==> src/sv/deq_pkg.sv <==
`default_nettype none

package deq_pkg;

  // DEPTH must be a power of two: slot arithmetic wraps by truncation.
  localparam int unsigned DEPTH     = 16;
  localparam int unsigned ITEM_BITS = 32;
  localparam int unsigned PTR_W     = $clog2(DEPTH);
  localparam int unsigned CNT_W     = $clog2(DEPTH + 1);
  localparam int unsigned KIND_W    = 3;
  localparam int unsigned STAT_W    = 2;

  typedef enum logic [KIND_W-1:0] {
    KIND_PUSH_FRONT = 3'd0,
    KIND_PUSH_BACK  = 3'd1,
    KIND_POP_FRONT  = 3'd2,
    KIND_POP_BACK   = 3'd3,
    KIND_PEEK_FRONT = 3'd4,
    KIND_PEEK_BACK  = 3'd5,
    KIND_CLEAR      = 3'd6
  } kind_e;

  typedef enum logic [STAT_W-1:0] {
    RSP_OK    = 2'd0,
    RSP_ITEM  = 2'd1,
    RSP_EMPTY = 2'd2,
    RSP_FULL  = 2'd3
  } rsp_status_e;

  // Controller -> datapath
  typedef struct packed {
    logic accept;
    logic push_front;
    logic push_back;
    logic pop_front;
    logic pop_back;
    logic peek_front;
    logic peek_back;
    logic clear;
  } dp_cmd_t;

  // Datapath -> controller
  typedef struct packed {
    logic empty;
    logic full;
  } dp_sts_t;

endpackage

`default_nettype wire

==> src/sv/deq_req_if.sv <==
`default_nettype none

interface deq_req_if import deq_pkg::*; ();
  logic                 valid;
  logic                 ready;
  logic [KIND_W-1:0]    kind;
  logic [ITEM_BITS-1:0] item_in;

  modport source (output valid, output kind, output item_in, input ready);
  modport sink   (input valid, input kind, input item_in, output ready);
endinterface

`default_nettype wire

==> src/sv/deq_rsp_if.sv <==
`default_nettype none

interface deq_rsp_if import deq_pkg::*; ();
  logic                 valid;
  logic                 ready;
  logic [STAT_W-1:0]    status;
  logic [ITEM_BITS-1:0] item_out;
  logic [CNT_W-1:0]     fill_level;

  modport source (output valid, output status, output item_out, output fill_level,
                  input ready);
  modport sink   (input valid, input status, input item_out, input fill_level,
                  output ready);
endinterface

`default_nettype wire

==> src/sv/deq_ctrl.sv <==
`default_nettype none

module deq_ctrl import deq_pkg::*; (
  input  wire logic              clk_i,
  input  wire logic              rst_ni,
  input  wire logic              req_valid_i,
  input  wire logic [KIND_W-1:0] req_kind_i,
  output logic                   req_ready_o,
  output logic                   rsp_valid_o,
  input  wire logic              rsp_ready_i,
  output logic [STAT_W-1:0]      rsp_status_o,
  input  wire dp_sts_t           sts_i,
  output dp_cmd_t                cmd_o
);

  typedef enum logic [1:0] {
    ST_IDLE = 2'b01,
    ST_RESP = 2'b10
  } state_e;

  state_e      state_q, state_d;
  rsp_status_e status_q, status_d;

  always_comb begin
    state_d  = state_q;
    status_d = status_q;
    cmd_o    = '0;
    case (state_q)
      ST_IDLE: begin
        if (req_valid_i) begin
          state_d      = ST_RESP;
          status_d     = RSP_OK;
          cmd_o.accept = 1'b1;
          case (kind_e'(req_kind_i))
            KIND_PUSH_FRONT: begin
              if (sts_i.full) status_d = RSP_FULL;
              else            cmd_o.push_front = 1'b1;
            end
            KIND_PUSH_BACK: begin
              if (sts_i.full) status_d = RSP_FULL;
              else            cmd_o.push_back = 1'b1;
            end
            KIND_POP_FRONT: begin
              if (sts_i.empty) status_d = RSP_EMPTY;
              else begin
                status_d        = RSP_ITEM;
                cmd_o.pop_front = 1'b1;
              end
            end
            KIND_POP_BACK: begin
              if (sts_i.empty) status_d = RSP_EMPTY;
              else begin
                status_d       = RSP_ITEM;
                cmd_o.pop_back = 1'b1;
              end
            end
            KIND_PEEK_FRONT: begin
              if (sts_i.empty) status_d = RSP_EMPTY;
              else begin
                status_d         = RSP_ITEM;
                cmd_o.peek_front = 1'b1;
              end
            end
            KIND_PEEK_BACK: begin
              if (sts_i.empty) status_d = RSP_EMPTY;
              else begin
                status_d        = RSP_ITEM;
                cmd_o.peek_back = 1'b1;
              end
            end
            KIND_CLEAR: cmd_o.clear = 1'b1;
            default: ;  // unused code: no change, status ok
          endcase
        end
      end
      ST_RESP: begin
        if (rsp_ready_i) state_d = ST_IDLE;
      end
      default: state_d = ST_IDLE;
    endcase
  end

  always_ff @(posedge clk_i or negedge rst_ni) begin
    if (!rst_ni) begin
      state_q  <= ST_IDLE;
      status_q <= RSP_OK;
    end else begin
      state_q  <= state_d;
      status_q <= status_d;
    end
  end

  assign req_ready_o  = (state_q == ST_IDLE);
  assign rsp_valid_o  = (state_q == ST_RESP);
  assign rsp_status_o = status_q;

endmodule

`default_nettype wire

==> src/sv/deq_dp.sv <==
`default_nettype none

module deq_dp import deq_pkg::*; (
  input  wire logic                 clk_i,
  input  wire logic                 rst_ni,
  input  wire dp_cmd_t              cmd_i,
  input  wire logic [ITEM_BITS-1:0] item_i,
  output dp_sts_t                   sts_o,
  output logic [ITEM_BITS-1:0]      item_o,
  output logic [CNT_W-1:0]          fill_o
);

  logic [ITEM_BITS-1:0] mem [DEPTH];
  logic [ITEM_BITS-1:0] rd_data_q;
  logic                 item_vld_q;

  logic [PTR_W-1:0] front_q, front_d;
  logic [CNT_W-1:0] count_q, count_d;
  logic [PTR_W-1:0] front_m1, front_p1, tail_slot, back_slot;
  logic [PTR_W-1:0] wr_addr, rd_addr;
  logic             wr_en, rd_en;

  assign front_m1  = front_q - PTR_W'(1);
  assign front_p1  = front_q + PTR_W'(1);
  // First free slot behind the back item; back item sits one before it.
  assign tail_slot = front_q + count_q[PTR_W-1:0];
  assign back_slot = tail_slot - PTR_W'(1);

  assign sts_o.empty = (count_q == '0);
  assign sts_o.full  = (count_q == CNT_W'(DEPTH));

  always_comb begin
    front_d = front_q;
    count_d = count_q;
    wr_en   = cmd_i.push_front | cmd_i.push_back;
    wr_addr = cmd_i.push_front ? front_m1 : tail_slot;
    rd_en   = cmd_i.pop_front | cmd_i.pop_back | cmd_i.peek_front | cmd_i.peek_back;
    rd_addr = (cmd_i.pop_back | cmd_i.peek_back) ? back_slot : front_q;
    if (cmd_i.push_front) begin
      front_d = front_m1;
      count_d = count_q + CNT_W'(1);
    end else if (cmd_i.push_back) begin
      count_d = count_q + CNT_W'(1);
    end else if (cmd_i.pop_front) begin
      front_d = front_p1;
      count_d = count_q - CNT_W'(1);
    end else if (cmd_i.pop_back) begin
      count_d = count_q - CNT_W'(1);
    end else if (cmd_i.clear) begin
      front_d = '0;
      count_d = '0;
    end
  end

  always_ff @(posedge clk_i or negedge rst_ni) begin
    if (!rst_ni) begin
      front_q    <= '0;
      count_q    <= '0;
      item_vld_q <= 1'b0;
    end else begin
      front_q <= front_d;
      count_q <= count_d;
      if (cmd_i.accept) item_vld_q <= rd_en;
    end
  end

  always_ff @(posedge clk_i) begin
    if (wr_en) mem[wr_addr] <= item_i;
    if (rd_en) rd_data_q <= mem[rd_addr];
  end

  assign item_o = item_vld_q ? rd_data_q : '0;
  assign fill_o = count_q;

endmodule

`default_nettype wire

==> src/sv/double_ended_queue.sv <==
// Double-ended queue of DEPTH item handles kept in a ring buffer.
// Request channel (req_i): kind selects push front/back, pop front/back,
// peek front/back or clear; item_in carries the handle for a push.
// Response channel (rsp_o): one transfer per request with status
// (ok, item returned, empty error, full error), item_out (zero unless an
// item is returned) and fill_level after the request.
// Timing: the response to a request transfer is registered, and so is the
// ring memory's read of its item. One request is in flight at a time: the
// controller's IDLE and RESP states take a new request only after the
// last response has transferred.
// req_i.ready is low while a response waits; a stalled receiver holds the
// response and its payload stable and blocks further requests.
// Reset empties the queue (front slot and fill count to zero); the memory
// contents are not cleared and only occupied slots are ever read.
`default_nettype none

module double_ended_queue import deq_pkg::*; (
  input  wire logic clk_i,
  input  wire logic rst_ni,
  deq_req_if.sink   req_i,
  deq_rsp_if.source rsp_o
);

  dp_cmd_t cmd;
  dp_sts_t sts;

  deq_ctrl u_ctrl (
    .clk_i        (clk_i),
    .rst_ni       (rst_ni),
    .req_valid_i  (req_i.valid),
    .req_kind_i   (req_i.kind),
    .req_ready_o  (req_i.ready),
    .rsp_valid_o  (rsp_o.valid),
    .rsp_ready_i  (rsp_o.ready),
    .rsp_status_o (rsp_o.status),
    .sts_i        (sts),
    .cmd_o        (cmd)
  );

  deq_dp u_dp (
    .clk_i  (clk_i),
    .rst_ni (rst_ni),
    .cmd_i  (cmd),
    .item_i (req_i.item_in),
    .sts_o  (sts),
    .item_o (rsp_o.item_out),
    .fill_o (rsp_o.fill_level)
  );

  a_one_in_flight: assert property (@(posedge clk_i) disable iff (!rst_ni)
    !(rsp_o.valid && req_i.ready))
    else $error("request taken while a response is pending");

  a_resp_follows: assert property (@(posedge clk_i) disable iff (!rst_ni)
    (req_i.valid && req_i.ready) |=> rsp_o.valid)
    else $error("no response after request transfer");

  a_fill_bound: assert property (@(posedge clk_i) disable iff (!rst_ni)
    rsp_o.fill_level <= CNT_W'(DEPTH))
    else $error("fill level beyond depth");

  a_item_zero: assert property (@(posedge clk_i) disable iff (!rst_ni)
    (rsp_o.valid && rsp_o.status != RSP_ITEM) |-> rsp_o.item_out == '0)
    else $error("item returned without item status");

endmodule

`default_nettype wire

==> src/flat_wrapper.sv <==
// flat-port wrapper written by rule: the top's interface ports become plain ports
module double_ended_queue_flat import deq_pkg::*;
  (clk_i, rst_ni, req_i_valid, req_i_kind, req_i_item_in, req_i_ready, rsp_o_valid, rsp_o_status, rsp_o_item_out, rsp_o_fill_level, rsp_o_ready);
  deq_req_if req_i_i ();
  deq_rsp_if rsp_o_i ();
  input  wire logic clk_i;
  input  wire logic rst_ni;
  input wire logic [$bits(req_i_i.valid)-1:0] req_i_valid;
  input wire logic [$bits(req_i_i.kind)-1:0] req_i_kind;
  input wire logic [$bits(req_i_i.item_in)-1:0] req_i_item_in;
  output wire logic [$bits(req_i_i.ready)-1:0] req_i_ready;
  output wire logic [$bits(rsp_o_i.valid)-1:0] rsp_o_valid;
  output wire logic [$bits(rsp_o_i.status)-1:0] rsp_o_status;
  output wire logic [$bits(rsp_o_i.item_out)-1:0] rsp_o_item_out;
  output wire logic [$bits(rsp_o_i.fill_level)-1:0] rsp_o_fill_level;
  input wire logic [$bits(rsp_o_i.ready)-1:0] rsp_o_ready;
  assign req_i_i.valid = req_i_valid;
  assign req_i_i.kind = req_i_kind;
  assign req_i_i.item_in = req_i_item_in;
  assign req_i_ready = req_i_i.ready;
  assign rsp_o_valid = rsp_o_i.valid;
  assign rsp_o_status = rsp_o_i.status;
  assign rsp_o_item_out = rsp_o_i.item_out;
  assign rsp_o_fill_level = rsp_o_i.fill_level;
  assign rsp_o_i.ready = rsp_o_ready;
  double_ended_queue u_core (.clk_i(clk_i), .rst_ni(rst_ni), .req_i(req_i_i), .rsp_o(rsp_o_i));
endmodule
==> config.mk <==
export PLATFORM = sky130hd
export DESIGN_NAME = double_ended_queue_flat
export DESIGN_NICKNAME = d
export VERILOG_FILES = /design/src/sv/deq_pkg.sv /design/src/sv/deq_req_if.sv /design/src/sv/deq_rsp_if.sv /design/src/sv/deq_ctrl.sv /design/src/sv/deq_dp.sv /design/src/sv/double_ended_queue.sv /design/src/flat_wrapper.sv
export SDC_FILE = /design/constraint.sdc
export NUM_CORES = 1
export LEC_CHECK = 0
export BUFFER_PORTS_ARGS = -buffer_cell sky130_fd_sc_hd__buf_2
export CORE_AREA = 2 2 221 169
export CTS_CLUSTER_DIAMETER = 120
export DETAILED_ROUTE_END_ITERATION = 6
export DIE_AREA = 0 0 223 171
export PLACE_DENSITY = 0.85
export SLEW_MARGIN = 0
export SYNTH_ARGS = -nofsm -noshare
export SYNTH_HDL_FRONTEND = slang
export SYNTH_HIERARCHICAL = 1
export SYNTH_SLANG_ARGS = --single-unit
==> constraint.sdc <==
create_clock -name clk_i -period 6.1 [get_ports clk_i]
set_input_delay 0.305 -clock clk_i [delete_from_list [all_inputs] [get_ports clk_i]]
set_output_delay 0.305 -clock clk_i [all_outputs]
set_load 0.01 [all_outputs]
# After elaboration in Yosys (flattened, before gate mapping)
# Memory sizes are Yosys's and may differ from the RTL's. A register that Yosys moved wholly into a read port is not among the register bits.
# Index checks and enable logic that the tools add are counted.
# op_classes
add_sub_neg	6
n_eq_ne	13
muxes	32
bitwise_logic	5
reduce_logical	9
# op_table
cell	count
$mux W32	1
$mux W4	7
$mux W5	5
$mux W8	2
$mux W1	11
$eq A3 B3 Y1 const B	3
$mux W2	4
$pmux W2 S2	2
$sub A4 B1 Y4 const B	2
$eq A3 B2 Y1 const B	2
$add A5 B1 Y5 const B	1
$eq A5 B5 Y1 const B	1
$logic_not A5 Y1	1
$or A1 B1 Y1	5
$reduce_bool A5 Y1	1
$sub A5 B1 Y5 const B	1
$add A4 B1 Y4 const B	1
$add A4 B4 Y4	1
$ne A2 B1 Y1 const B	2
$reduce_and A2 Y1	2
$reduce_or A4 Y1	1
$eq A3 B1 Y1 const B	1
$logic_not A3 Y1	1
$ne A3 B1 Y1 const B	1
other kinds (6)	6
# totals
register_bits	14
mem_bits_rw	512
in_bits	39
output_inout_bits	41
elab_cells	71
memories	1
# memory_table
name	depth	word_bits	rd	rd_ports_with_merged_regs	wr	line	rtl
u_core.u_dp.mem	16	32	1	1	1	deq_dp.sv:13	logic [ITEM_BITS-1:0] mem [DEPTH];

# Depth between registers and ports, before layout
# Gate-level depths: netlist (run 1).
# logic_depth
ltp_word	10
mapped_depth	13
ltp_nobuf	12

# By module
# Netlist (run 1), hierarchy kept.
# by_module_without_submodules
mod	n_inst	cells_each	area_per_inst_um2	seq_area_each_um2
deq_dp	1	918	21349.2	16585.9
deq_ctrl	1	31	264.0	101.3

# Worst setup path before layout (run 1)
# OpenSTA, ideal clock, no wires.
# synth_path
path_type	register to register
from	register u_core.u_dp.count_q[1], in the netlist u_core/u_dp/fill_o[1]
to	memory u_core.u_dp.mem[10][0], enable pin
setup_time_ns	0.421
t_arrival_ns	3.877
t_required_ns	5.679
setup_slack_ns	1.802
path_stages_with_launch	13
path_buffers	1
synth_period_minus_slack_ns	4.298
cell_sequence	dfrtp_1 inv_1 ha_1 nor3b_1 and2_1 or4_4 nor2_1 clkbuf_1 nand2_1 o31ai_1 xor2_1 nand2_1 nor2_1
# synth_lines
element	line	rtl
from (decl)	deq_dp.sv:18	logic [CNT_W-1:0] count_q, count_d;
from (signal assigned)	deq_dp.sv:62	count_q <= count_d;
to (decl)	deq_dp.sv:13	

==> tab_implementation.tex, run 1 <==
\begin{tabular}{lr}
\hline
Metric & Value \\
\hline
\multicolumn{2}{l}{\textbf{Outcome}} \\
\quad Status & completed \\
\multicolumn{2}{l}{\textbf{Die}} \\
\quad I/O pin total & 80 \\
\quad Die height & 171 um \\
\quad Starting utilization of the core area & 59.6\% \\
\quad Area of the die & 38100 um2 \\
\quad Overall die width & 223 um \\
\quad Standard cell core area & 36300 um2 \\
\quad Row Count & 61 \\
\multicolumn{2}{l}{\textbf{CTS}} \\
\quad Worst-skew pair later-pin latency & 590 ps \\
\quad Clock Pin Slew Worst Setup and Hold Paths & 60 ps \\
\quad Htree depth & 2 \\
\quad Post-CTS setup repair buffer count & 0 \\
\quad Cell chosen for the clock root & sky130\_fd\_sc\_hd\_\_clkbuf\_16 \\
\quad Total clock buffers created by CTS & 51 \\
\quad Post-CTS sizing & 0 \\
\quad CTS max path bufs & 3 \\
\quad Clock tree from TritonCTS & yes \\
\quad Clock sink total & 558 \\
\quad Number of buffers inserted for hold repair after clock tree synthesis & 2 \\
\multicolumn{2}{l}{\textbf{Timing}} \\
\quad Achievable Freq & 218 MHz \\
\quad Count of final max-slew check failures & 0 \\
\quad Worst slack on hold paths & 87.1 ps \\
\quad Final period util & 75.2\% \\
\quad Slew margin rel. & 4.11\% \\
\quad Finish-stage setup viols & 0 \\
\quad Pin slew with the least headroom to its limit & 1430 ps \\
\quad Final worst-path setup slack & 1510 ps \\
\quad Final clock skew & 19.5 ps \\
\quad Final setup TNS & 0 ps \\
\quad Setup repair after global routing missed its margin & false \\
\quad Total count of hold-check failures in the final report & 0 \\
\quad Final critical-path required period & 4590 ps \\
\multicolumn{2}{l}{\textbf{Synthesis}} \\
\quad Post-Synthesis Mean Instance Area & 22.8 um2 \\
\quad Synthesis warning total & 6 \\
\quad FF+latch count, synth & 558 \\
\quad Post-synthesis sequential area ratio & 77.2\% \\
\quad Post-synthesis instance area & 21600 um2 \\
\quad Ys flop type & sky130\_fd\_sc\_hd\_\_edfxtp\_1 \\
\quad Cells after Synth & 949 \\
\quad EDFF count, synth & 544 \\
\quad Number of distinct standard cells referenced by the synthesized netlist & 40 \\
\quad Simple-Gate Fraction of Synth Area & 2.83\% \\
\quad Combinational family with the most area after synthesis & multiplexers \\
\quad Area share of xor/xnor cells in the synthesized design & 0.428\% \\
\quad Complex-gate fraction of the synthesized area & 1.07\% \\
\quad Syn Nets & 997 \\
\quad Arithmetic-cell share of the synthesized area counting full adders, half adders and majority gates & 0.556\% \\
\quad Multiplexer area fraction after synthesis & 16.8\% \\
\quad Share of async-settable or async-resettable flops after synthesis & 2.51\% \\
\multicolumn{2}{l}{\textbf{GRT}} \\
\quad Residual overflow from global routing & 0 \\
\quad Via count of the first global-routing pass & 10600 \\
\quad Global router's overall resource usage & 25.9\% \\
\quad Initial antenna violation count & 3 \\
\quad Maximum number of pins on one net before global-route repair & 84 \\
\quad First-pass GRT wire length & 70100 um \\
\multicolumn{2}{l}{\textbf{Pwr}} \\
\quad Worst ir drop on vdd & 0.350 mV \\
\quad Lkg Pwr & 0.00793 uW \\
\quad Total power density per cell area & 456 nW/um2 \\
\multicolumn{2}{l}{\textbf{Detailed routing}} \\
\quad Count of vias placed by the detailed router & 10400 \\
\quad Count of nets left with antenna violations after detail routing & 0 \\
\quad Routed wire length per instance & 30.3 um \\
\quad Number of search-and-repair iterations in the first detailed-routing pass & 5 \\
\quad Routed wire length & 47700 um \\
\quad DR DRC count & 0 \\
\quad Detailed Route Iter0 Violations & 1335 \\
\quad Via-per-instance ratio & 6.59 \\
\multicolumn{2}{l}{\textbf{Critical path}} \\
\quad Kind of capture point of the worst setup path & flip-flop \\
\quad CP Launch Point & u\_core/u\_dp/fill\_o[1] \\
\quad Worst-case register-to-register setup slack & 1510 ps \\
\quad Maximum fanout encountered on the critical timing path & 48 \\
\quad Cells along the critical path & inv\_1 -> ha\_1 -> nor3b\_1 -> nor2b\_1 -> nor4\_1 -> nor2\_4 -> mux2\_4 -> buf\_4 -> mux4\_2 -> mux4\_2 \\
\quad Largest stage delay on the critical path & 840 ps \\
\quad Crit. path cell count & 10 \\
\quad Bufs and invs on worst path & 2 \\
\quad CP most frequent cell & sky130\_fd\_sc\_hd\_\_mux4\_2 \\
\quad Worst path arrival time & 4910 ps \\
\quad Worst R2R Start & u\_core/u\_dp/fill\_o[1] \\
\quad Slowest library cell on the worst path & sky130\_fd\_sc\_hd\_\_nor4\_1 \\
\quad End of the critical path & u\_core/u\_dp/rd\_data\_q[6] \\
\quad FF-to-FF End & u\_core/u\_dp/rd\_data\_q[6] \\
\quad Startpoint class of the critical path & flip-flop \\
\quad Largest delay share family, worst path & multiplexers \\
\quad CP required & 6420 ps \\
\quad Worst r2r path cells & 10 \\
\quad Setup Crit Path Kind & flip-flop to flip-flop \\
\multicolumn{2}{l}{\textbf{Layout}} \\
\quad Layout-stage area growth over the synthesis result & 13.1\% \\
\quad Most common cell after layout, fill and taps aside & sky130\_fd\_sc\_hd\_\_edfxtp\_1 \\
\quad Number of nets at the end of the flow & 1107 \\
\quad Fraction of layout cells with a size suffix above 1 & 32.2\% \\
\quad Commonest cells after routing, fill and taps aside & sky130\_fd\_sc\_hd\_\_edfxtp\_1, sky130\_fd\_sc\_hd\_\_mux4\_2, sky130\_fd\_sc\_hd\_\_buf\_2, sky130\_fd\_sc\_hd\_\_clkbuf\_16, sky130\_fd\_sc\_hd\_\_and2\_1 \\
\multicolumn{2}{l}{\textbf{Placement}} \\
\quad Placed wire-length estimate after detailed placement & 25500 um \\
\quad Pre-CTS worst setup slack & 1510 ps \\
\quad Gpl congestion & 0.773 \\
\quad Buffers on Ports & 79 \\
\multicolumn{2}{l}{\textbf{Worst hold path}} \\
\quad Type of the tightest min-delay check & input pin to flip-flop \\
\multicolumn{2}{l}{\textbf{Flow run}} \\
\quad Count of max-cap constraint violations & 0 \\
\hline
\end{tabular}
sequential cells by signal (all words and copies together), names as in the netlist:
signal	flops
u_core/u_ctrl/state_q	2
u_core/u_dp/rd_data_q	32
u_core/u_ctrl/rsp_status_o	2
u_core/u_dp/item_vld_q	1
u_core/u_dp/front_q	4
u_core/u_dp/mem	512
u_core/u_dp/fill_o	5
per-layer routing:
| metal | global-route usage (%) | share of wire, % |
|---|---|---|
| met1 | 35.4 | 38 |
| met4 | 10.9 | 3.4 |
| met3 | 4.67 | 8.1 |
| met2 | 42.3 | 51 |
| met5 | 0 | 0 |
through the flow:
step	cells	total power [uW]	util, %	area, um2
floorplan	949	7050	-	21600
detailed placement	1474	8010	62.6	22700
global route	1575	11500	67.4	24400
global placement	1474	7860	62.6	22700
finish	1575	11100	67.4	24400
CTS	1571	11200	67.3	24400
power breakdown:
part | internal [uW] | leakage (uW) | total [uW] | switching (uW)
Combinational | 1600 | 0.00206 | 3320 | 1710
Sequential | 4500 | 0.00507 | 4630 | 139
Clock | 1820 | 0.000806 | 3190 | 1370
Total | 7920 | 0.00793 | 11100 | 3220
area by class of cell:
| cell class | count | area [um2] |
|---|---|---|
| fillers | 2152 | 11800 |
| clock buffers | 60 | 1330 |
| inverters | 13 | 48.8 |
| repair buffers | 99 | 608 |
| clock inverters | 35 | 333 |
| well taps | 472 | 591 |
| diodes | 2 | 5.00 |
| flip-flops and latches | 558 | 16700 |
| multi-input cells | 336 | 4840 |
cell families after synthesis:
| kind of cell | count (synthesis) |
|---|---|
| muxes | 162 |
| xor gates and xnor gates | 9 |
| DFF | 558 |
| buffers and inverters | 55 |
| AOI/OAI and AO/OA | 39 |
| adders and majority gates | 9 |
| and+or+nand+nor | 117 |
worst reg2reg max path, cell delays in order, from the launching register on:
cell and delay [ps]:
sky130_fd_sc_hd__dfrtp_1 490, sky130_fd_sc_hd__inv_1 100, sky130_fd_sc_hd__ha_1 200, sky130_fd_sc_hd__nor3b_1 160
sky130_fd_sc_hd__nor2b_1 190, sky130_fd_sc_hd__nor4_1 840, sky130_fd_sc_hd__nor2_4 180, sky130_fd_sc_hd__mux2_4 760
sky130_fd_sc_hd__buf_4 490, sky130_fd_sc_hd__mux4_2 440, sky130_fd_sc_hd__mux4_2 490
worst min path at each step:
stage	end	cells after the start	start
after floorplan	u_core/u_ctrl/rsp_status_o[0]	0	rst_ni
after CTS	u_core/u_dp/mem[2][31]	1	req_i_item_in[31]
after global placement	u_core/u_dp/fill_o[3]	1	rst_ni
final	u_core/u_ctrl/rsp_status_o[0]	3	req_i_valid
after global routing	u_core/u_dp/mem[2][31]	1	req_i_item_in[31]
after detailed placement	u_core/u_dp/fill_o[3]	1	rst_ni
cell usage after synthesis (3+ instances only):
master	instances	area, um2
sky130_fd_sc_hd__o21ai_0	9	45.0
sky130_fd_sc_hd__a31oi_1	4	25.0
sky130_fd_sc_hd__nor2b_1	5	31.3
sky130_fd_sc_hd__xnor2_1	6	52.6
sky130_fd_sc_hd__buf_2	19	95.1
sky130_fd_sc_hd__nor3_1	7	35.0
sky130_fd_sc_hd__a21oi_1	16	80.1
sky130_fd_sc_hd__nand3_1	3	15.0
sky130_fd_sc_hd__nand2_1	18	67.6
sky130_fd_sc_hd__buf_1	6	22.5
sky130_fd_sc_hd__and2_1	34	213
sky130_fd_sc_hd__mux4_2	160	3600
sky130_fd_sc_hd__edfxtp_1	544	16300
sky130_fd_sc_hd__dfrtp_1	13	325
sky130_fd_sc_hd__inv_1	13	48.8
sky130_fd_sc_hd__nor4_1	5	31.3
sky130_fd_sc_hd__clkbuf_1	15	56.3
sky130_fd_sc_hd__ha_1	8	100
sky130_fd_sc_hd__nor2_1	36	135
Power figures use the tool's default switching activity.
==> inputs of run 2 (changes only) <==
clock period = 4.4 ns   (was 6.1 ns; I/O delays follow)
==> run 2 against run 1 <==
Against the previous run: count of clock-buffer cells in the layout did not move; routed wire length rose by 1.1%; sequential share of layout area fell by 1.1 points; clock power rose by 28%; cell count rose by 1.9%; via count rose by 0.57%; sequential power rose by 38%; die area did not move; fmax rose by 11%; setup slack got worse by 1300 ps; critical endpoint is now u_core/u_dp/rd_data_q[2]; highest routed layer is now met5.
==> tab_implementation.tex, run 2 (same netlist as run 1, synthesis figures left out) <==
\begin{tabular}{lr}
\hline
Metric & Value \\
\hline
\multicolumn{2}{l}{\textbf{Outcome}} \\
\quad Status & completed \\
\multicolumn{2}{l}{\textbf{Timing}} \\
\quad Final clock skew & 20.2 ps (+0.741 ps) \\
\quad Setup repair after global routing missed its margin & false \\
\quad Count of final max-slew check failures & 0 (unchanged) \\
\quad Total count of hold-check failures in the final report & 0 (unchanged) \\
\quad Achievable Freq & 241 MHz (+11\%) \\
\quad Finish-stage setup viols & 0 (unchanged) \\
\quad Final setup TNS & 0 ps (unchanged) \\
\quad Final period util & 94.1\% (+19 points) \\
\quad Final critical-path required period & 4140 ps (-447 ps) \\
\quad Slew margin rel. & 26.9\% (+23 points) \\
\quad Pin slew with the least headroom to its limit & 1090 ps (-344 ps) \\
\multicolumn{2}{l}{\textbf{Detailed routing}} \\
\quad DR DRC count & 0 (unchanged) \\
\quad Top routing layer in use & met5 \\
\quad Number of search-and-repair iterations in the first detailed-routing pass & 5 (unchanged) \\
\quad Via-per-instance ratio & 6.51 (-1.3\%) \\
\quad Routed wire length per instance & 30.1 um (-0.79\%) \\
\quad Routed wire length & 48300 um (+1.1\%) \\
\quad Count of vias placed by the detailed router & 10400 (+0.57\%) \\
\quad Met3 routed WL & 4320 um (+12\%) \\
\quad Routed wire length on met2 & 25100 um (+3.9\%) \\
\quad Detailed Route Iter0 Violations & 1252 (-6.2\%) \\
\quad M1 WL & 17300 um (-4.4\%) \\
\quad Count of nets left with antenna violations after detail routing & 0 (unchanged) \\
\multicolumn{2}{l}{\textbf{Critical path}} \\
\quad Slowest library cell on the worst path & sky130\_fd\_sc\_hd\_\_mux4\_2 \\
\quad CP most frequent cell & sky130\_fd\_sc\_hd\_\_mux4\_2 \\
\quad Worst path arrival time & 4440 ps (-470 ps) \\
\quad Setup Crit Path Kind & flip-flop to flip-flop \\
\quad Startpoint class of the critical path & flip-flop \\
\quad Maximum fanout encountered on the critical timing path & 68 (+42\%) \\
\quad Kind of capture point of the worst setup path & flip-flop \\
\quad Largest stage delay on the critical path & 610 ps (-230 ps) \\
\quad CP required & 4700 ps (-1720 ps) \\
\quad Cells along the critical path & inv\_1 -> ha\_1 -> nor3b\_1 -> nor2b\_1 -> nor4\_1 -> buf\_4 -> nor2\_4 -> mux2i\_4 -> buf\_12 -> mux4\_2 -> mux4\_2 \\
\multicolumn{2}{l}{\textbf{Pwr}} \\
\quad Lkg Pwr & 0.00812 uW (+2.3\%) \\
\quad Worst ir drop on vdd & 0.502 mV (+44\%) \\
\quad Total power density per cell area & 612 nW/um2 (+34\%) \\
\multicolumn{2}{l}{\textbf{Placement}} \\
\quad Gpl congestion & 0.802 (+3.8\%) \\
\quad Placed wire-length estimate after detailed placement & 24400 um (-4.4\%) \\
\quad Buffers on Ports & 79 (unchanged) \\
\multicolumn{2}{l}{\textbf{Layout}} \\
\quad Final core utilization & 68.5\% (+1.1 points) \\
\quad Most common cell after layout, fill and taps aside & sky130\_fd\_sc\_hd\_\_edfxtp\_1 \\
\quad Number of flip-flops under the largest register name & 512 (unchanged) \\
\quad Number of nets at the end of the flow & 1144 (+3.3\%) \\
\quad Layout-stage area growth over the synthesis result & 15.0\% \\
\quad Fraction of layout cells with a size suffix above 1 & 32.6\% (+0.42 points) \\
\quad Register with the highest flop count & u\_core/u\_dp/mem \\
\quad Antenna diode count & 0 (-2) \\
\quad Commonest cells after routing, fill and taps aside & sky130\_fd\_sc\_hd\_\_edfxtp\_1, sky130\_fd\_sc\_hd\_\_mux4\_2, sky130\_fd\_sc\_hd\_\_buf\_2, sky130\_fd\_sc\_hd\_\_clkbuf\_16, sky130\_fd\_sc\_hd\_\_and2\_1 \\
\multicolumn{2}{l}{\textbf{CTS}} \\
\quad Post-CTS sizing & 0 (unchanged) \\
\quad Clock Pin Slew Worst Setup and Hold Paths & 70 ps (about the same) \\
\quad Htree depth & 2 (unchanged) \\
\quad CTS max path bufs & 3 (unchanged) \\
\quad Clock sink total & 558 (unchanged) \\
\quad Cell chosen for the clock root & sky130\_fd\_sc\_hd\_\_clkbuf\_16 \\
\quad Total clock buffers created by CTS & 49 (-3.9\%) \\
\quad Clock tree from TritonCTS & yes \\
\quad Worst-skew pair later-pin latency & 580 ps (about the same) \\
\multicolumn{2}{l}{\textbf{Die}} \\
\quad Starting utilization of the core area & 59.6\% (unchanged) \\
\quad Standard cell core area & 36300 um2 (unchanged) \\
\quad Die height & 171 um (unchanged) \\
\quad Area of the die & 38100 um2 (unchanged) \\
\quad Row Count & 61 (unchanged) \\
\quad Overall die width & 223 um (unchanged) \\
\quad I/O pin total & 80 (unchanged) \\
\multicolumn{2}{l}{\textbf{GRT}} \\
\quad Maximum number of pins on one net before global-route repair & 69 (-18\%) \\
\quad Initial antenna violation count & 1 (-2) \\
\quad Residual overflow from global routing & 0 (unchanged) \\
\quad Global router's overall resource usage & 26.5\% (+0.59 points) \\
\quad Via count of the first global-routing pass & 10800 (+1.2\%) \\
\quad First-pass GRT wire length & 71400 um (+1.8\%) \\
\multicolumn{2}{l}{\textbf{Worst hold path}} \\
\quad Type of the tightest min-delay check & input pin to flip-flop \\
\multicolumn{2}{l}{\textbf{Flow run}} \\
\quad Count of max-cap constraint violations & 0 (unchanged) \\
\hline
\end{tabular}
run 2: cell types whose count changed in the layout (fill, tap and decap cells not counted), moves of 2 or more:
cell                            previous run  this run
sky130_fd_sc_hd__buf_12                    3        22
sky130_fd_sc_hd__buf_4                    14        17
sky130_fd_sc_hd__bufinv_16                 6         3
sky130_fd_sc_hd__clkbuf_1                  8        10
sky130_fd_sc_hd__clkbuf_16                52        50
sky130_fd_sc_hd__clkinv_1                 15        12
sky130_fd_sc_hd__clkinv_2                  8        10
sky130_fd_sc_hd__clkinvlp_4                3         1
sky130_fd_sc_hd__diode_2                   2         0
sky130_fd_sc_hd__dlygate4sd3_1             2        20
sky130_fd_sc_hd__inv_6                     2         0
run 2: final timing paths:
kind | start | to | slack, ps | depth (start not counted)
setup reg to reg | u_core/u_dp/fill_o[1] | u_core/u_dp/rd_data_q[2] | 260 | 11
max in group asynchronous | rst_ni | u_core/u_ctrl/state_q[0] | 4010 | 2
setup / recovery | u_core/u_dp/fill_o[1] | u_core/u_dp/rd_data_q[2] | 260 | 11
hold reg to reg | u_core/u_ctrl/rsp_status_o[1] | u_core/u_ctrl/rsp_status_o[1] | 490 | 2
min in group asynchronous | rst_ni | u_core/u_dp/fill_o[0] | 80 | 2
hold / removal | req_i_item_in[21] | u_core/u_dp/mem[15][21] | 20 | 1
run 2: per-layer routing:
metal  vias up  global-route usage (%)
met2       577                    45.2
met3       111                    5.01
li1       4290                       -
met5         -                       0
met4         2                    9.40
met1      5462                    34.9
run 2: cell type report:
type	instances	area [um2]
clock buffer	60	1290
sequential	558	16700
fill	2081	11400
tap	472	591
inverter	13	48.8
multi-input combinational	336	4840
clock inverter	28	229
timing repair buffer	138	1160
run 2: timing repair:
item,4_1_cts,5_1_grt
hold buffers,20,0
setup buffers,0,0
endpoints found under the hold margin,187,0
run 2: power breakdown:
part	switching (uW)	total (uW)	internal [uW]
logic	2380	4720	2340
registers	182	6410	6230
clock network	1830	4090	2260
run 2: stage by stage:
stage / instances / total power, uW / setup slack, ps / area, um2 / hold WS (ps)
2_1_floorplan: 949 / 9770 / 102 / 21600 / -75.6
3_3_place_gp: 1497 / 11000 / 459 / 23100 / 132
3_5_place_dp: 1497 / 11200 / 303 / 23100 / 136
4_1_cts: 1605 / 15300 / 243 / 24800 / 0.00314
5_1_grt: 1605 / 15800 / 37.2 / 24800 / 19.9
6_report: 1605 / 15200 / 259 / 24800 / 17.1
run 2: worst max-delay path, delay by kind of cell (launching register included):
family | cells | cell delay, ps
buffers and inverters | 3 | 750
adder cells (fa/ha/maj) | 1 | 170
multiplexers | 3 | 1450
flip-flops | 1 | 460
AND/OR/NAND/NOR | 4 | 930
==> inputs of run 3 (changes only) <==
ABC_AREA = 1   (was unset)
CORE_AREA = 2 2 239 182   (was 2 2 221 169)
DIE_AREA = 0 0 241 184   (was 0 0 223 171)
PLACE_DENSITY = 0.86   (was 0.85)
==> run 3 against run 2 <==
Against the previous run: the run now ends with design-rule violations left; sequential share of layout area shrank 8.7 points; hold slack better by 4.8 ps; count of clock-buffer cells in the layout increased by 1; synthesized cell count rose to 2.8 times the previous value.
==> tab_implementation.tex, run 3 <==
\begin{tabular}{lr}
\hline
Metric & Value \\
\hline
\multicolumn{2}{l}{\textbf{GRT}} \\
\quad Via count of the first global-routing pass & 19400 (+80\%) \\
\quad Initial antenna violation count & 1 (unchanged) \\
\quad Global router's overall resource usage & 31.6\% (+5.0 points) \\
\quad Maximum number of pins on one net before global-route repair & 138 (+100\%) \\
\quad First-pass GRT wire length & 106000 um (+49\%) \\
\quad Residual overflow from global routing & 0 (unchanged) \\
\multicolumn{2}{l}{\textbf{Timing}} \\
\quad Setup repair after global routing missed its margin & false \\
\quad Total count of hold-check failures in the final report & 0 (unchanged) \\
\quad Worst slack on hold paths & 21.9 ps (+4.83 ps) \\
\quad Final critical-path required period & 3630 ps (-507 ps) \\
\quad Count of final max-slew check failures & 0 (unchanged) \\
\quad Finish-stage setup viols & 0 (unchanged) \\
\quad Achievable Freq & 275 MHz (+14\%) \\
\quad Final setup TNS & 0 ps (unchanged) \\
\quad Slew margin rel. & 15.5\% (-11 points) \\
\quad Final period util & 82.6\% (-12 points) \\
\quad Pin slew with the least headroom to its limit & 1270 ps (+177 ps) \\
\quad Final clock skew & 16.3 ps (-3.89 ps) \\
\multicolumn{2}{l}{\textbf{Placement}} \\
\quad Post-detailed-placement cell area & 26900 um2 (+16\%) \\
\quad Gpl congestion & 0.877 (+9.3\%) \\
\quad Buffers on Ports & 79 (unchanged) \\
\quad Placed wire-length estimate after detailed placement & 38000 um (+56\%) \\
\multicolumn{2}{l}{\textbf{Die}} \\
\quad Row Count & 65 (+6.6\%) \\
\quad Starting utilization of the core area & 61.5\% (+1.9 points) \\
\quad Standard cell core area & 41800 um2 (+15\%) \\
\quad I/O pin total & 80 (unchanged) \\
\quad Die height & 184 um (+7.6\%) \\
\quad Overall die width & 241 um (+8.1\%) \\
\quad Area of the die & 44300 um2 (+16\%) \\
\multicolumn{2}{l}{\textbf{Detailed routing}} \\
\quad Routed wire length per instance & 20.8 um (-31\%) \\
\quad Routed wire length & 69100 um (+43\%) \\
\quad Detailed Route Iter0 Violations & 2925 (+130\%) \\
\quad Via-per-instance ratio & 5.82 (-11\%) \\
\quad Count of vias placed by the detailed router & 19300 (+85\%) \\
\quad Number of search-and-repair iterations in the first detailed-routing pass & 7 (+2) \\
\quad Count of nets left with antenna violations after detail routing & 0 (unchanged) \\
\quad DR DRC count & 1 (+1) \\
\multicolumn{2}{l}{\textbf{Critical path}} \\
\quad Maximum fanout encountered on the critical timing path & 69 (+1.5\%) \\
\quad CP required & 4730 ps (+30 ps) \\
\quad CP most frequent cell & sky130\_fd\_sc\_hd\_\_nand2\_1 \\
\quad Cells along the critical path & inv\_1 -> ha\_1 -> nand3\_1 -> nor2\_1 -> inv\_1 -> nand2\_4 -> nor3b\_2 -> nor2\_4 -> nand2\_4 -> nand2\_4 -> buf\_12 -> nand2\_1 -> nand3\_1 -> nand2\_1 -> nand2\_1 -> nand2\_1 -> nand2\_1 -> nand2\_1 \\
\quad Largest stage delay on the critical path & 460 ps (-150 ps) \\
\quad Bufs and invs on worst path & 3 (unchanged) \\
\quad Slowest library cell on the worst path & sky130\_fd\_sc\_hd\_\_dfrtp\_1 \\
\quad Startpoint class of the critical path & flip-flop \\
\quad Largest delay share family, worst path & simple AND/OR/NAND/NOR gates \\
\quad Kind of capture point of the worst setup path & flip-flop \\
\quad Setup Crit Path Kind & flip-flop to flip-flop \\
\quad Worst path arrival time & 3960 ps (-480 ps) \\
\multicolumn{2}{l}{\textbf{Synthesis}} \\
\quad FF+latch count, synth & 558 (unchanged) \\
\quad Combinational family with the most area after synthesis & simple AND/OR/NAND/NOR gates \\
\quad Ys flop type & sky130\_fd\_sc\_hd\_\_edfxtp\_1 \\
\quad Multiplexer area fraction after synthesis & 0.0389\% (-17 points) \\
\quad EDFF count, synth & 544 (unchanged) \\
\quad Post-synthesis sequential area ratio & 64.9\% (-12 points) \\
\quad Post-Synthesis Mean Instance Area & 9.63 um2 (-58\%) \\
\quad Synth top area share & 63.5\% (-12 points) \\
\quad Most frequent cell after synthesis & sky130\_fd\_sc\_hd\_\_nand2\_1 \\
\quad Arithmetic-cell share of the synthesized area counting full adders, half adders and majority gates & 0.467\% (-0.089 points) \\
\quad Area share of xor/xnor cells in the synthesized design & 0.0341\% (-0.39 points) \\
\quad Syn Nets & 2719 (+170\%) \\
\quad Number of distinct standard cells referenced by the synthesized netlist & 35 (-13\%) \\
\quad Cell types occupying the most area after synthesis & sky130\_fd\_sc\_hd\_\_edfxtp\_1, sky130\_fd\_sc\_hd\_\_nand2\_1, sky130\_fd\_sc\_hd\_\_nand3\_1 \\
\quad Complex-gate fraction of the synthesized area & 0.676\% (-0.39 points) \\
\quad Top cells by count, synth & sky130\_fd\_sc\_hd\_\_nand2\_1, sky130\_fd\_sc\_hd\_\_inv\_1, sky130\_fd\_sc\_hd\_\_edfxtp\_1 \\
\quad Cells after Synth & 2671 (+180\%) \\
\quad Simple-Gate Fraction of Synth Area & 22.5\% (+20 points) \\
\quad Share of async-settable or async-resettable flops after synthesis & 2.51\% (unchanged) \\
\quad Synthesis warning total & 6 (unchanged) \\
\quad Dominant cell type by area after synthesis & sky130\_fd\_sc\_hd\_\_edfxtp\_1 \\
\quad Post-synthesis instance area & 25700 um2 (+19\%) \\
\multicolumn{2}{l}{\textbf{CTS}} \\
\quad Total clock buffers created by CTS & 52 (+6.1\%) \\
\quad Clock tree from TritonCTS & yes \\
\quad Post-CTS sizing & 0 (unchanged) \\
\quad Clock Pin Slew Worst Setup and Hold Paths & 70 ps (about the same) \\
\quad Clock sink total & 558 (unchanged) \\
\quad Cell chosen for the clock root & sky130\_fd\_sc\_hd\_\_clkbuf\_16 \\
\quad CTS max path bufs & 3 (unchanged) \\
\quad Worst-skew pair later-pin latency & 590 ps (about the same) \\
\quad Htree depth & 2 (unchanged) \\
\multicolumn{2}{l}{\textbf{Layout}} \\
\quad Number of nets at the end of the flow & 2768 (+140\%) \\
\quad Register with the highest flop count & u\_core/u\_dp/mem \\
\quad Area of all placed cells without fillers & 28500 um2 (+15\%) \\
\quad Commonest cells after routing, fill and taps aside & sky130\_fd\_sc\_hd\_\_nand2\_1, sky130\_fd\_sc\_hd\_\_inv\_1, sky130\_fd\_sc\_hd\_\_edfxtp\_1, sky130\_fd\_sc\_hd\_\_nand3\_1, sky130\_fd\_sc\_hd\_\_buf\_2 \\
\quad Most common cell after layout, fill and taps aside & sky130\_fd\_sc\_hd\_\_nand2\_1 \\
\quad Antenna diode count & 0 (unchanged) \\
\quad Fraction of layout cells with a size suffix above 1 & 8.56\% (-24 points) \\
\quad Number of flip-flops under the largest register name & 512 (unchanged) \\
\quad Layout-stage area growth over the synthesis result & 10.9\% \\
\multicolumn{2}{l}{\textbf{Outcome}} \\
\quad Status & finished with violations \\
\quad Violations in the final reports & design-rule violations \\
\multicolumn{2}{l}{\textbf{Pwr}} \\
\quad Lkg Pwr & 0.0132 uW (+62\%) \\
\quad Worst ir drop on vdd & 0.430 mV (-14\%) \\
\quad Total power density per cell area & 592 nW/um2 (-3.3\%) \\
\multicolumn{2}{l}{\textbf{Flow run}} \\
\quad Count of max-cap constraint violations & 0 (unchanged) \\
\multicolumn{2}{l}{\textbf{Worst hold path}} \\
\quad Type of the tightest min-delay check & input pin to flip-flop \\
\hline
\end{tabular}
run 3: cell types whose count changed after synthesis, moves of 34 or more:
cell | before | now
sky130_fd_sc_hd__inv_1 | 13 | 582
sky130_fd_sc_hd__nand2_1 | 18 | 763
sky130_fd_sc_hd__mux4_2 | 160 | 0
sky130_fd_sc_hd__and2_1 | 34 | 0
sky130_fd_sc_hd__buf_2 | 19 | 103
sky130_fd_sc_hd__nand3_1 | 3 | 536
run 3: logic make-up after synthesis:
| family | Yosys count |
|---|---|
| AND/OR/NAND/NOR | 1349 |
| adder cells (fa/ha/maj) | 9 |
| flip-flops | 558 |
| AO/OA/AOI/OAI | 31 |
| buffers and inverters | 722 |
| XOR/XNOR | 1 |
| multiplexers | 1 |
run 3: power breakdown:
part | leakage, uW | switching (uW) | internal [uW]
Clock | 0.000756 | 1950 | 2310
Sequential | 0.00507 | 200 | 6190
Combinational | 0.00733 | 4400 | 1820
run 3: metrics by stage:
stage / setup WS (ps) / power, uW / util (%) / instances
after floorplan: 568 / 10500 / - / 2671
after global placement: 1080 / 12300 / 64.4 / 3232
after detailed placement: 941 / 12500 / 64.4 / 3232
after CTS: 879 / 16700 / 68.2 / 3326
after global routing: 519 / 17700 / 68.2 / 3326
final: 766 / 16900 / 68.2 / 3326
run 3: worst paths after layout:
check                                         startpoint  depth (start not counted)  slack, ps                             to
min in group asynchronous                         rst_ni                          2         70         u_core/u_dp/front_q[2]
max reg2reg                        u_core/u_dp/fill_o[1]                         18        770      u_core/u_dp/rd_data_q[31]
max                                u_core/u_dp/fill_o[1]                         18        770      u_core/u_dp/rd_data_q[31]
min                                     req_i_item_in[0]                          1         20          u_core/u_dp/mem[1][0]
min reg2reg                u_core/u_ctrl/rsp_status_o[1]                          4        590  u_core/u_ctrl/rsp_status_o[1]
max in group asynchronous                         rst_ni                          2       4030       u_core/u_ctrl/state_q[0]
run 3: final cells by class:
class | instances | area, um2
Timing Repair Buffer | 130 | 1060
Clock buffer | 61 | 1360
Inverter | 587 | 2200
Fill cell | 2917 | 13300
Multi-Input combinational cell | 1391 | 6300
Clock inverter | 30 | 201
Tap cell | 569 | 712
Sequential cell | 558 | 16700
run 3: repair_timing:
item,CTS,global route
endpoints found under the setup margin,0,0
hold endpoints to repair,16,0
hold buffers,3,0
setup buffers,0,0
run 3: metal layers:
layer	global-route usage [%]	vias to the layer above	part of all wire [%]	wire length (um)
met4	14.9	2	4.6	3190
met2	51.7	1484	47	32300
met3	5.92	280	13	8650
li1	-	8609	-	-
met1	41.0	8974	36	25000
met5	0	-	0.016	11
run 3: worst register-to-register path, cell delays in order, from the launching register on:
cell and delay, ps:
sky130_fd_sc_hd__dfrtp_1 460, sky130_fd_sc_hd__inv_1 150, sky130_fd_sc_hd__ha_1 180, sky130_fd_sc_hd__nand3_1 130
sky130_fd_sc_hd__nor2_1 200, sky130_fd_sc_hd__inv_1 130, sky130_fd_sc_hd__nand2_4 110, sky130_fd_sc_hd__nor3b_2 80
sky130_fd_sc_hd__nor2_4 280, sky130_fd_sc_hd__nand2_4 300, sky130_fd_sc_hd__nand2_4 380, sky130_fd_sc_hd__buf_12 380
sky130_fd_sc_hd__nand2_1 150, sky130_fd_sc_hd__nand3_1 100, sky130_fd_sc_hd__nand2_1 60, sky130_fd_sc_hd__nand2_1 80
sky130_fd_sc_hd__nand2_1 80, sky130_fd_sc_hd__nand2_1 60, sky130_fd_sc_hd__nand2_1 70
